## config.mk

```make
export PLATFORM = sky130hd
export DESIGN_NAME = piezo_tone_sequencer_core
export DESIGN_NICKNAME = d
export VERILOG_FILES = /design/src/rtl/core/pts_pkg.sv /design/src/rtl/core/pts_cfg_regs.sv /design/src/rtl/core/pts_seq_core.sv /design/src/rtl/core/piezo_tone_sequencer_core.sv
export SDC_FILE = /design/constraint.sdc
export NUM_CORES = 1
export LEC_CHECK = 0
export ABC_AREA = 1
export BUFFER_PORTS_ARGS = -buffer_cell sky130_fd_sc_hd__buf_2
export CORE_ASPECT_RATIO = 0.5
export CORE_MARGIN = 2
export CORE_UTILIZATION = 60
export DETAILED_ROUTE_END_ITERATION = 16
export GPL_ROUTABILITY_DRIVEN = 0
export PLACE_DENSITY = 0.84
export SYNTH_ARGS = -nofsm -noshare
export SYNTH_HDL_FRONTEND = slang
export SYNTH_HIERARCHICAL = 1
export SYNTH_SLANG_ARGS = --single-unit
```

## constraint.sdc

```tcl
create_clock -name clk -period 8.75 [get_ports clk]
set_clock_uncertainty 0.1 [all_clocks]
set_input_delay 1.3125 -clock clk [delete_from_list [all_inputs] [get_ports clk]]
set_output_delay 1.3125 -clock clk [all_outputs]
set_load 0.05 [all_outputs]
```

## src/rtl/core/pts_pkg.sv

```systemverilog
// ----------------------------------------------------------------------------
// pts_pkg
// Types, codes, tables and helpers shared by the piezo tone sequencer.
// ----------------------------------------------------------------------------
`default_nettype none

package pts_pkg;

  // Command codes
  typedef enum logic [2:0] {
    CMD_TICK       = 3'd0,
    CMD_CHIRP      = 3'd1,
    CMD_BUZZ       = 3'd2,
    CMD_MEL_LOCK   = 3'd3,
    CMD_MEL_UNLOCK = 3'd4,
    CMD_ALARM_ON   = 3'd5,
    CMD_ALARM_OFF  = 3'd6,
    CMD_MANUAL_PWM = 3'd7
  } cmd_t;

  // Melody kind
  typedef enum logic [1:0] {
    MEL_IDLE     = 2'd0,
    MEL_LOCKED   = 2'd1,
    MEL_UNLOCKED = 2'd2,
    MEL_SPARE    = 2'd3
  } mel_kind_t;

  // Tone codes
  localparam logic [3:0] TONE_SILENT     = 4'd0;
  localparam logic [3:0] TONE_RAW        = 4'd1;
  localparam logic [3:0] TONE_ALARM_BASE = 4'd2;
  localparam logic [3:0] TONE_CHIRP      = 4'd10;
  localparam logic [3:0] TONE_BUZZ       = 4'd11;
  localparam logic [3:0] TONE_DS7        = 4'd12;
  localparam logic [3:0] TONE_MID        = 4'd13;
  localparam logic [3:0] TONE_FS7        = 4'd14;

  // Register index
  localparam logic REG_VOLUME = 1'b0;
  localparam logic [1:0] VOLUME_RESET = 2'd3;

  // Timing and duty constants
  localparam logic [15:0] ALARM_STEP_MS = 16'd15;
  localparam logic [15:0] CHIRP_ON_MS   = 16'd75;
  localparam logic [15:0] BEEP_QUIET_MS = 16'd75;
  localparam logic [15:0] BUZZ_ON_MS    = 16'd100;
  localparam logic [6:0]  ALARM_DUTY    = 7'd50;
  localparam logic [6:0]  FIXED_DUTY    = 7'd10;
  localparam logic [7:0]  REST_MS       = 8'd50;

  // One accepted input item
  typedef struct packed {
    cmd_t        cmd;
    logic [15:0] elapsed_ms;
    logic [7:0]  repeat_count;
    logic        manual;
    logic [14:0] manual_period;
    logic [15:0] manual_on_time;
  } item_t;

  // One result item
  typedef struct packed {
    logic        pwm_write;
    logic [3:0]  tone_code;
    logic [6:0]  duty_pct;
    logic [14:0] raw_period;
    logic [15:0] raw_on_time;
    logic        output_on;
    logic        buzzer_idle;
  } result_t;

  // Melody note entry
  typedef struct packed {
    logic [3:0] tone;
    logic [7:0] dur;
    logic       scaled;
  } note_t;

  // Duty for the volume setting
  function automatic logic [6:0] level_duty(input logic [1:0] lvl);
    logic [6:0] d;
    case (lvl)
      2'd0:    d = 7'd5;
      2'd1:    d = 7'd10;
      2'd2:    d = 7'd25;
      default: d = 7'd10;
    endcase
    return d;
  endfunction

  // Melody tables; steps past the fourth note are 50 ms rests
  function automatic note_t melody_note(input logic unlocked, input logic [2:0] step);
    note_t n;
    logic [3:0] hi;
    logic [3:0] lo;
    hi = unlocked ? TONE_DS7 : TONE_FS7;
    lo = unlocked ? TONE_FS7 : TONE_DS7;
    case (step)
      3'd0:    n = '{tone: hi,       dur: 8'd85,  scaled: 1'b1};
      3'd1:    n = '{tone: hi,       dur: 8'd25,  scaled: 1'b1};
      3'd2:    n = '{tone: TONE_MID, dur: 8'd135, scaled: 1'b1};
      3'd3:    n = '{tone: lo,       dur: 8'd85,  scaled: 1'b0};
      default: n = '{tone: TONE_SILENT, dur: REST_MS, scaled: 1'b0};
    endcase
    return n;
  endfunction

  // Saturating 16-bit add
  function automatic logic [15:0] sat_add(input logic [15:0] a, input logic [15:0] b);
    logic [16:0] s;
    s = {1'b0, a} + {1'b0, b};
    return s[16] ? 16'hFFFF : s[15:0];
  endfunction

endpackage

`default_nettype wire

```

## src/rtl/core/pts_cfg_regs.sv

```systemverilog
// ----------------------------------------------------------------------------
// pts_cfg_regs
// APB-style register port holding the volume level.
// ----------------------------------------------------------------------------
`default_nettype none

module pts_cfg_regs
  import pts_pkg::*;
(
  input  wire logic        clk,
  input  wire logic        rst,
  input  wire logic        psel,
  input  wire logic        penable,
  input  wire logic        pwrite,
  input  wire logic [2:0]  paddr,
  input  wire logic [31:0] pwdata,
  output logic [31:0]      prdata,
  output logic             pready,
  output logic [1:0]       volume
);

  logic wr_en;

  assign pready = 1'b1;
  assign wr_en  = psel && penable && pwrite && (paddr[2] == REG_VOLUME);

  // Volume register
  always_ff @(posedge clk) begin
    if (rst) begin
      volume <= VOLUME_RESET;
    end else if (wr_en) begin
      volume <= pwdata[1:0];
    end
  end

  // Read back; unused bits and addresses read zero
  always_comb begin
    prdata = '0;
    if (paddr[2] == REG_VOLUME) begin
      prdata[1:0] = volume;
    end
  end

endmodule

`default_nettype wire

```

## src/rtl/core/pts_seq_core.sv

```systemverilog
// ----------------------------------------------------------------------------
// pts_seq_core
// Sequencer state and the single-pass update for one item.
// ----------------------------------------------------------------------------
`default_nettype none

module pts_seq_core
  import pts_pkg::*;
#(
  parameter int ALARM_STEPS  = 8,
  parameter int MELODY_STEPS = 5
) (
  input  wire logic       clk,
  input  wire logic       rst,
  input  wire logic       step_en,
  input  wire item_t      item,
  input  wire logic [1:0] volume,
  output result_t         res
);

  localparam logic [2:0] ALARM_LAST = 3'(ALARM_STEPS - 1);
  localparam logic [3:0] MEL_LEN    = 4'(MELODY_STEPS);

  // State
  logic [3:0]  chirps_pending, buzzes_pending, melody_repeats;
  mel_kind_t   melody_kind;
  logic        alarm_on, alarm_lock, pwm_forced, pwm_enabled, beep_sounding;
  logic [2:0]  step_index;
  logic [15:0] note_timer, beep_start_timer, beep_stop_timer;

  logic [3:0]  chirps_pending_next, buzzes_pending_next, melody_repeats_next;
  mel_kind_t   melody_kind_next;
  logic        alarm_on_next, alarm_lock_next, pwm_forced_next;
  logic        pwm_enabled_next, beep_sounding_next;
  logic [2:0]  step_index_next;
  logic [15:0] note_timer_next, beep_start_timer_next, beep_stop_timer_next;

  // Scratch
  logic [15:0] nt, bst, bsp;
  logic [3:0]  beep_cnt;
  logic [3:0]  beep_tone;
  logic [15:0] beep_on_ms;
  logic        use_chirp;
  logic        unlocked;
  note_t       cur_note, nxt_note, first_note;
  logic [2:0]  cur_step;
  logic [3:0]  step_inc;
  logic [2:0]  mel_next;
  logic [6:0]  vol_duty;

  always_comb begin
    chirps_pending_next   = chirps_pending;
    buzzes_pending_next   = buzzes_pending;
    melody_repeats_next   = melody_repeats;
    melody_kind_next      = melody_kind;
    alarm_on_next         = alarm_on;
    alarm_lock_next       = alarm_lock;
    pwm_forced_next       = pwm_forced;
    pwm_enabled_next      = pwm_enabled;
    beep_sounding_next    = beep_sounding;
    step_index_next       = step_index;
    note_timer_next       = note_timer;
    beep_start_timer_next = beep_start_timer;
    beep_stop_timer_next  = beep_stop_timer;
    res                   = '0;

    nt  = sat_add(note_timer, item.elapsed_ms);
    bst = sat_add(beep_start_timer, item.elapsed_ms);
    bsp = sat_add(beep_stop_timer, item.elapsed_ms);

    vol_duty   = level_duty(volume);
    use_chirp  = (chirps_pending != 4'd0);
    beep_cnt   = use_chirp ? chirps_pending : buzzes_pending;
    beep_tone  = use_chirp ? TONE_CHIRP : TONE_BUZZ;
    beep_on_ms = use_chirp ? CHIRP_ON_MS : BUZZ_ON_MS;

    // Melody step lookup; a stale index reads as a rest
    unlocked   = (melody_kind == MEL_UNLOCKED);
    cur_step   = ({1'b0, step_index} < MEL_LEN) ? step_index : 3'd7;
    cur_note   = melody_note(unlocked, cur_step);
    step_inc   = {1'b0, step_index} + 4'd1;
    mel_next   = (step_inc >= MEL_LEN) ? 3'd0 : step_inc[2:0];
    nxt_note   = melody_note(unlocked, mel_next);
    first_note = melody_note(unlocked, 3'd0);

    case (item.cmd)
      CMD_TICK: begin
        if (!pwm_forced) begin
          note_timer_next       = nt;
          beep_start_timer_next = bst;
          beep_stop_timer_next  = bsp;
          if (alarm_on) begin
            // Alarm sweep overrides everything queued
            chirps_pending_next = 4'd0;
            buzzes_pending_next = 4'd0;
            melody_repeats_next = 4'd0;
            melody_kind_next    = MEL_IDLE;
            if (nt >= ALARM_STEP_MS) begin
              step_index_next  = (step_index < ALARM_LAST) ? step_index + 3'd1 : 3'd0;
              res.pwm_write    = 1'b1;
              res.tone_code    = TONE_ALARM_BASE + {1'b0, step_index_next};
              res.duty_pct     = ALARM_DUTY;
              pwm_enabled_next = 1'b1;
              note_timer_next  = '0;
            end
          end else if (chirps_pending != 4'd0 || buzzes_pending != 4'd0) begin
            // Chirp or buzz: on phase then quiet phase
            if (!beep_sounding) begin
              if (bsp >= BEEP_QUIET_MS) begin
                res.pwm_write         = 1'b1;
                res.tone_code         = beep_tone;
                res.duty_pct          = vol_duty;
                pwm_enabled_next      = 1'b1;
                beep_start_timer_next = '0;
                beep_sounding_next    = 1'b1;
              end
            end else if (bst >= beep_on_ms) begin
              res.pwm_write        = 1'b1;
              pwm_enabled_next     = 1'b0;
              beep_stop_timer_next = '0;
              beep_sounding_next   = 1'b0;
              if (use_chirp) begin
                chirps_pending_next = beep_cnt - 4'd1;
              end else begin
                buzzes_pending_next = beep_cnt - 4'd1;
              end
            end
          end else if (melody_repeats != 4'd0 && melody_kind != MEL_IDLE) begin
            if (!pwm_enabled) begin
              // First note of a melody
              step_index_next  = '0;
              pwm_enabled_next = 1'b1;
              note_timer_next  = '0;
              res.pwm_write    = 1'b1;
              res.tone_code    = first_note.tone;
              res.duty_pct     = vol_duty;
            end else if (nt >= {8'd0, cur_note.dur}) begin
              step_index_next = mel_next;
              if (step_inc >= MEL_LEN) begin
                if (melody_repeats > 4'd1) begin
                  melody_repeats_next = melody_repeats - 4'd1;
                end else begin
                  melody_repeats_next = 4'd0;
                  res.pwm_write       = 1'b1;
                  pwm_enabled_next    = 1'b0;
                  melody_kind_next    = MEL_IDLE;
                end
              end
              if (melody_repeats_next != 4'd0) begin
                res.pwm_write    = 1'b1;
                res.tone_code    = nxt_note.tone;
                res.duty_pct     = (nxt_note.tone == TONE_SILENT) ? 7'd0 :
                                   (nxt_note.scaled ? vol_duty : FIXED_DUTY);
                pwm_enabled_next = 1'b1;
                note_timer_next  = '0;
              end
            end
          end else begin
            // Nothing due: write silence
            res.pwm_write    = 1'b1;
            pwm_enabled_next = 1'b0;
          end
        end
      end
      CMD_CHIRP: begin
        chirps_pending_next = chirps_pending + item.repeat_count[3:0];
      end
      CMD_BUZZ: begin
        buzzes_pending_next = buzzes_pending + item.repeat_count[3:0];
      end
      CMD_MEL_LOCK, CMD_MEL_UNLOCK: begin
        if (melody_kind == MEL_IDLE) begin
          melody_kind_next    = (item.cmd == CMD_MEL_LOCK) ? MEL_LOCKED : MEL_UNLOCKED;
          melody_repeats_next = melody_repeats + item.repeat_count[3:0];
        end
      end
      CMD_ALARM_ON, CMD_ALARM_OFF: begin
        if (item.manual) begin
          alarm_on_next   = (item.cmd == CMD_ALARM_ON);
          alarm_lock_next = (item.cmd == CMD_ALARM_ON);
        end else if (!alarm_lock) begin
          alarm_on_next = (item.cmd == CMD_ALARM_ON);
        end
      end
      CMD_MANUAL_PWM: begin
        res.pwm_write   = 1'b1;
        res.tone_code   = TONE_RAW;
        res.raw_period  = item.manual_period;
        res.raw_on_time = item.manual_on_time;
        if (item.manual_period == '0 || item.manual_on_time == '0) begin
          pwm_forced_next  = 1'b0;
          pwm_enabled_next = 1'b0;
        end else begin
          pwm_forced_next  = 1'b1;
          pwm_enabled_next = 1'b1;
        end
      end
      default: begin
      end
    endcase

    res.output_on   = pwm_enabled_next;
    res.buzzer_idle = (chirps_pending_next == 4'd0) && !alarm_on_next && !pwm_enabled_next &&
                      (buzzes_pending_next == 4'd0) && (melody_repeats_next == 4'd0);
  end

  // State registers
  always_ff @(posedge clk) begin
    if (rst) begin
      chirps_pending   <= '0;
      buzzes_pending   <= '0;
      melody_repeats   <= '0;
      melody_kind      <= MEL_IDLE;
      alarm_on         <= 1'b0;
      alarm_lock       <= 1'b0;
      pwm_forced       <= 1'b0;
      pwm_enabled      <= 1'b0;
      beep_sounding    <= 1'b0;
      step_index       <= '0;
      note_timer       <= '0;
      beep_start_timer <= '0;
      beep_stop_timer  <= '0;
    end else if (step_en) begin
      chirps_pending   <= chirps_pending_next;
      buzzes_pending   <= buzzes_pending_next;
      melody_repeats   <= melody_repeats_next;
      melody_kind      <= melody_kind_next;
      alarm_on         <= alarm_on_next;
      alarm_lock       <= alarm_lock_next;
      pwm_forced       <= pwm_forced_next;
      pwm_enabled      <= pwm_enabled_next;
      beep_sounding    <= beep_sounding_next;
      step_index       <= step_index_next;
      note_timer       <= note_timer_next;
      beep_start_timer <= beep_start_timer_next;
      beep_stop_timer  <= beep_stop_timer_next;
    end
  end

endmodule

`default_nettype wire

```

## src/rtl/core/piezo_tone_sequencer_core.sv

```systemverilog
// Path: an accepted item is held in the input register, then its result in
//   the result register; a stalled output can hold the item in between.
// Throughput: one item per cycle while the output is not stalled; the state
//   update is a single combinational pass between input and result registers.
// Reset: synchronous, active high; clears all sequencer state, both valid
//   flags, and sets the volume level to 3.
// ----------------------------------------------------------------------------
// piezo_tone_sequencer_core
// Buzzer sequencer: chirps, buzzes, melodies, alarm sweep and raw PWM override.
// ----------------------------------------------------------------------------
`default_nettype none

module piezo_tone_sequencer_core
  import pts_pkg::*;
#(
  parameter int ALARM_STEPS  = 8,
  parameter int MELODY_STEPS = 5
) (
  input  wire logic        clk,
  input  wire logic        rst,
  // Configuration
  input  wire logic        psel,
  input  wire logic        penable,
  input  wire logic        pwrite,
  input  wire logic [2:0]  paddr,
  input  wire logic [31:0] pwdata,
  output logic [31:0]      prdata,
  output logic             pready,
  // Input channel
  input  wire logic        in_valid,
  output logic             in_stall,
  input  wire logic [2:0]  cmd,
  input  wire logic [15:0] elapsed_ms,
  input  wire logic [7:0]  repeat_count,
  input  wire logic        manual,
  input  wire logic [14:0] manual_period,
  input  wire logic [15:0] manual_on_time,
  // Output channel
  output logic             out_valid,
  input  wire logic        out_stall,
  output logic             pwm_write,
  output logic [3:0]       tone_code,
  output logic [6:0]       duty_pct,
  output logic [14:0]      raw_period,
  output logic [15:0]      raw_on_time,
  output logic             output_on,
  output logic             buzzer_idle
);

  logic       s1_valid;
  item_t      s1_item;
  logic       s1_adv;
  logic       in_take;
  logic [1:0] volume;
  result_t    res_comb;
  result_t    res_q;

  // Handshake
  assign s1_adv   = s1_valid && (!out_valid || !out_stall);
  assign in_stall = s1_valid && out_valid && out_stall;
  assign in_take  = in_valid && !in_stall;

  pts_cfg_regs u_cfg (
    .clk     (clk),
    .rst     (rst),
    .psel    (psel),
    .penable (penable),
    .pwrite  (pwrite),
    .paddr   (paddr),
    .pwdata  (pwdata),
    .prdata  (prdata),
    .pready  (pready),
    .volume  (volume)
  );

  // Input register
  always_ff @(posedge clk) begin
    if (rst) begin
      s1_valid <= 1'b0;
    end else if (in_take) begin
      s1_valid <= 1'b1;
    end else if (s1_adv) begin
      s1_valid <= 1'b0;
    end
  end

  always_ff @(posedge clk) begin
    if (in_take) begin
      s1_item <= '{cmd: cmd_t'(cmd), elapsed_ms: elapsed_ms, repeat_count: repeat_count,
                   manual: manual, manual_period: manual_period,
                   manual_on_time: manual_on_time};
    end
  end

  pts_seq_core #(
    .ALARM_STEPS  (ALARM_STEPS),
    .MELODY_STEPS (MELODY_STEPS)
  ) u_core (
    .clk     (clk),
    .rst     (rst),
    .step_en (s1_adv),
    .item    (s1_item),
    .volume  (volume),
    .res     (res_comb)
  );

  // Result register
  always_ff @(posedge clk) begin
    if (rst) begin
      out_valid <= 1'b0;
    end else if (s1_adv) begin
      out_valid <= 1'b1;
    end else if (!out_stall) begin
      out_valid <= 1'b0;
    end
  end

  always_ff @(posedge clk) begin
    if (s1_adv) begin
      res_q <= res_comb;
    end
  end

  assign pwm_write   = res_q.pwm_write;
  assign tone_code   = res_q.tone_code;
  assign duty_pct    = res_q.duty_pct;
  assign raw_period  = res_q.raw_period;
  assign raw_on_time = res_q.raw_on_time;
  assign output_on   = res_q.output_on;
  assign buzzer_idle = res_q.buzzer_idle;

  // Checks
  a_stall_only_when_blocked: assert property (@(posedge clk) disable iff (rst)
    in_stall |-> (out_valid && out_stall))
    else $error("input stalled while result path free");

  a_accept_fills_stage: assert property (@(posedge clk) disable iff (rst)
    (in_valid && !in_stall) |=> s1_valid)
    else $error("accepted item lost from input register");

  a_drain_empties: assert property (@(posedge clk) disable iff (rst)
    (out_valid && !out_stall && !s1_valid) |=> !out_valid)
    else $error("result repeated after delivery");

endmodule

`default_nettype wire
```

==> flow_summary.ini <==
[run_status]
status = finished clean

[clock_network]
h-tree-depth = 4
cts_tree = built
cts_buffers = 17
clk_latency_ns = 0.44
cts_resized = 0
ctsLongestPathBuffers = 2
post-cts-setup-buffers = 0
clk_pin_slew_worst_paths_ns = 0.07
ctsHoldBuffers = 0
clock_sinks = 174
root_buffer = clkbuf_16

[floorplan]
start_util_pct = 62.1
rows = 35
die_y_um = 102
die_w_um = 201
top_level_ports = 181
core_area_mm2 = 0.0187
die_area_mm2 = 0.0206

[synth]
mappedNetlistArea_mm2 = 0.0116
netlist_instances = 1580
ys_warn_count = 6
avgSynthCellArea_um2 = 7.35

[route]
route.detailed.drc = 0
vias = 10862
avgRoutedWirePerCell_um = 15.0
wirelength_um = 29300
viasPerCell = 5.55
ant_nets = 0
first_iter_violations = 1144
dr.pass1.iters = 8

[power]
power.net_switching_mw = 0.625
pwr-share-comb_pct = 18.1
peakVddDrop_mv = 0.129
power.internal_mw = 1.38
switching_share_pct = 31.2
power.leakage_nw = 6.34
clkPwrFrac_pct = 35.4
p_seq_share_pct = 46.5
power.density_mw_per_mm2 = 156
finalPower_mw = 2.00

[worst_setup_path]
cp-end-kind = flop
cp.arrival_ns = 5.31
regToRegStartpoint = s1_item[40]$_DFFE_PP_
critPathMaxFanout = 16
path_class = reg2reg
ff2ff_setup_slack_ns = 3.63
crit_path_frequent_cell = nand2_1
reg2reg_depth = 26
required_ns = 8.94
crit_slowest_cell = edfxtp_1
cp_slowest_stage_delay_ns = 0.50
startpoint_type = flop
r2r-end = u_core/beep_stop_timer[10]$_SDFFE_PP0P_

[sta]
setup_tns_ns = 0
finalWorstSetupSlack_ns = 3.63
rsz0062_at_grt = false
finalCritPeriodShare_pct = 58.5
finalHoldViolCount = 0
worst_slew_pin_slew_ns = 0.762
setup_viol = 0
relSlewSlack_pct = 49.2
timing.fmax_ghz = 0.195
whs_ns = 0.371
layout_min_cycle_time_ns = 5.12
maxSlewViolCount = 0

[worst_hold_path]
hold_start = u_core/alarm_lock$_SDFFE_PP0P_
min-delay-path-class = reg2reg
hold_end = u_core/alarm_lock$_SDFFE_PP0P_
whs_path_depth = 2

[flow_run]
maxCapViolCount = 0

[global_route]
grt.total_usage_pct = 29.0
grt_max_degree = 59
use_met2_pct = 49.6
grt.busiest_layer = met2
grt_pass1_wl_um = 47100
use_met3_pct = 4.62
grt_overflow = 0
antenna_found_initial = 0
grt_pass1_vias = 10064
use_met1_pct = 36.1

[finish]
final_nets = 1869
diodes = 0
area_growth_pct = 10.5
drive_above_1_share_pct = 12.2
final_cells = 1957

[placed_design]
port_buffers = 113
place_inst = 1925
pre_cts_ws_ns = 3.86
place_hpwl_um = 21400
per-layer routing:
metal	vias to the layer above	part of all wire, %
met2	552	46
met5	-	0
met4	0	3.8
met3	98	7.6
li1	5284	-
met1	4928	43
flip-flops by register name, summed over array words and instances, names as in the netlist, 2 cells and up:
signal / cells
s1_item: 55
raw_on_time: 16
u_core/beep_start_timer: 16
u_core/beep_stop_timer: 16
u_core/note_timer: 16
raw_period: 15
duty_pct: 7
tone_code: 4
u_core/buzzes_pending: 4
u_core/chirps_pending: 4
u_core/melody_repeats: 4
u_core/step_index: 3
u_cfg/volume: 2
u_core/melody_kind: 2
through the flow:
stage,utilization (%),cell area (µm²)
floorplan,-,11700
global placement,65.8,12300
detailed placement,65.8,12300
CTS,68.7,12800
global route,68.7,12800
finish,68.7,12800
worst max-delay path by stage:
stage | from | to | slack [ns] | cells after the start
after global placement | s1_item[40]$_DFFE_PP_ | u_core/beep_stop_timer[13]$_SDFFE_PP0P_ | 3.93 | 26
final | s1_item[40]$_DFFE_PP_ | u_core/beep_stop_timer[10]$_SDFFE_PP0P_ | 3.63 | 26
after detailed placement | s1_item[40]$_DFFE_PP_ | u_core/beep_stop_timer[13]$_SDFFE_PP0P_ | 3.86 | 26
after global routing | s1_item[40]$_DFFE_PP_ | u_core/beep_stop_timer[13]$_SDFFE_PP0P_ | 3.12 | 26
after CTS | s1_item[40]$_DFFE_PP_ | u_core/beep_stop_timer[13]$_SDFFE_PP0P_ | 3.81 | 26
after floorplan | out_stall | u_core/beep_start_timer[13]$_SDFFE_PP0P_ | 3.55 | 7
power by group through the flow:
stage          sequential [mW]  clock [mW]  combinational, mW
6_report                 0.931       0.708              0.361
5_1_grt                  0.933       0.755              0.399
4_1_cts                  0.930       0.720              0.354
3_5_place_dp             0.947           0              0.350
3_3_place_gp             0.946           0              0.338
2_1_floorplan            0.964           0              0.256
critical path: cells and delay by family, from the launching register on:
kind	cells	cell delay [ns]
adder cells (fa/ha/maj)	3	0.97
buffers and inverters	3	0.65
flip-flops	1	0.50
AND/OR/NAND/NOR	16	1.78
AO/OA/AOI/OAI	4	0.95
area by class of cell:
class                   count  area (µm²)
fillers                  1519        5860
multi-input cells        1123        5930
inverters                 249         935
clock inverters            12         106
well taps                 259         324
clock buffers              20         437
repair buffers            120         618
flip-flops and latches    174        4480
placed cells by master, fill, tap and decap left out, types with 11 or more instances in the layout:
cell,instances
conb_1,32
nand2_1,414
nand3_1,103
a21oi_2,12
o21ai_0,61
nand3_2,14
clkbuf_16,17
ha_1,77
nand4_1,20
a21oi_1,109
inv_1,234
dfxtp_1,74
nor2_1,158
inv_2,11
xor2_1,12
buf_2,113
edfxtp_1,100
nor3_1,16
Power figures use the tool's default switching activity.
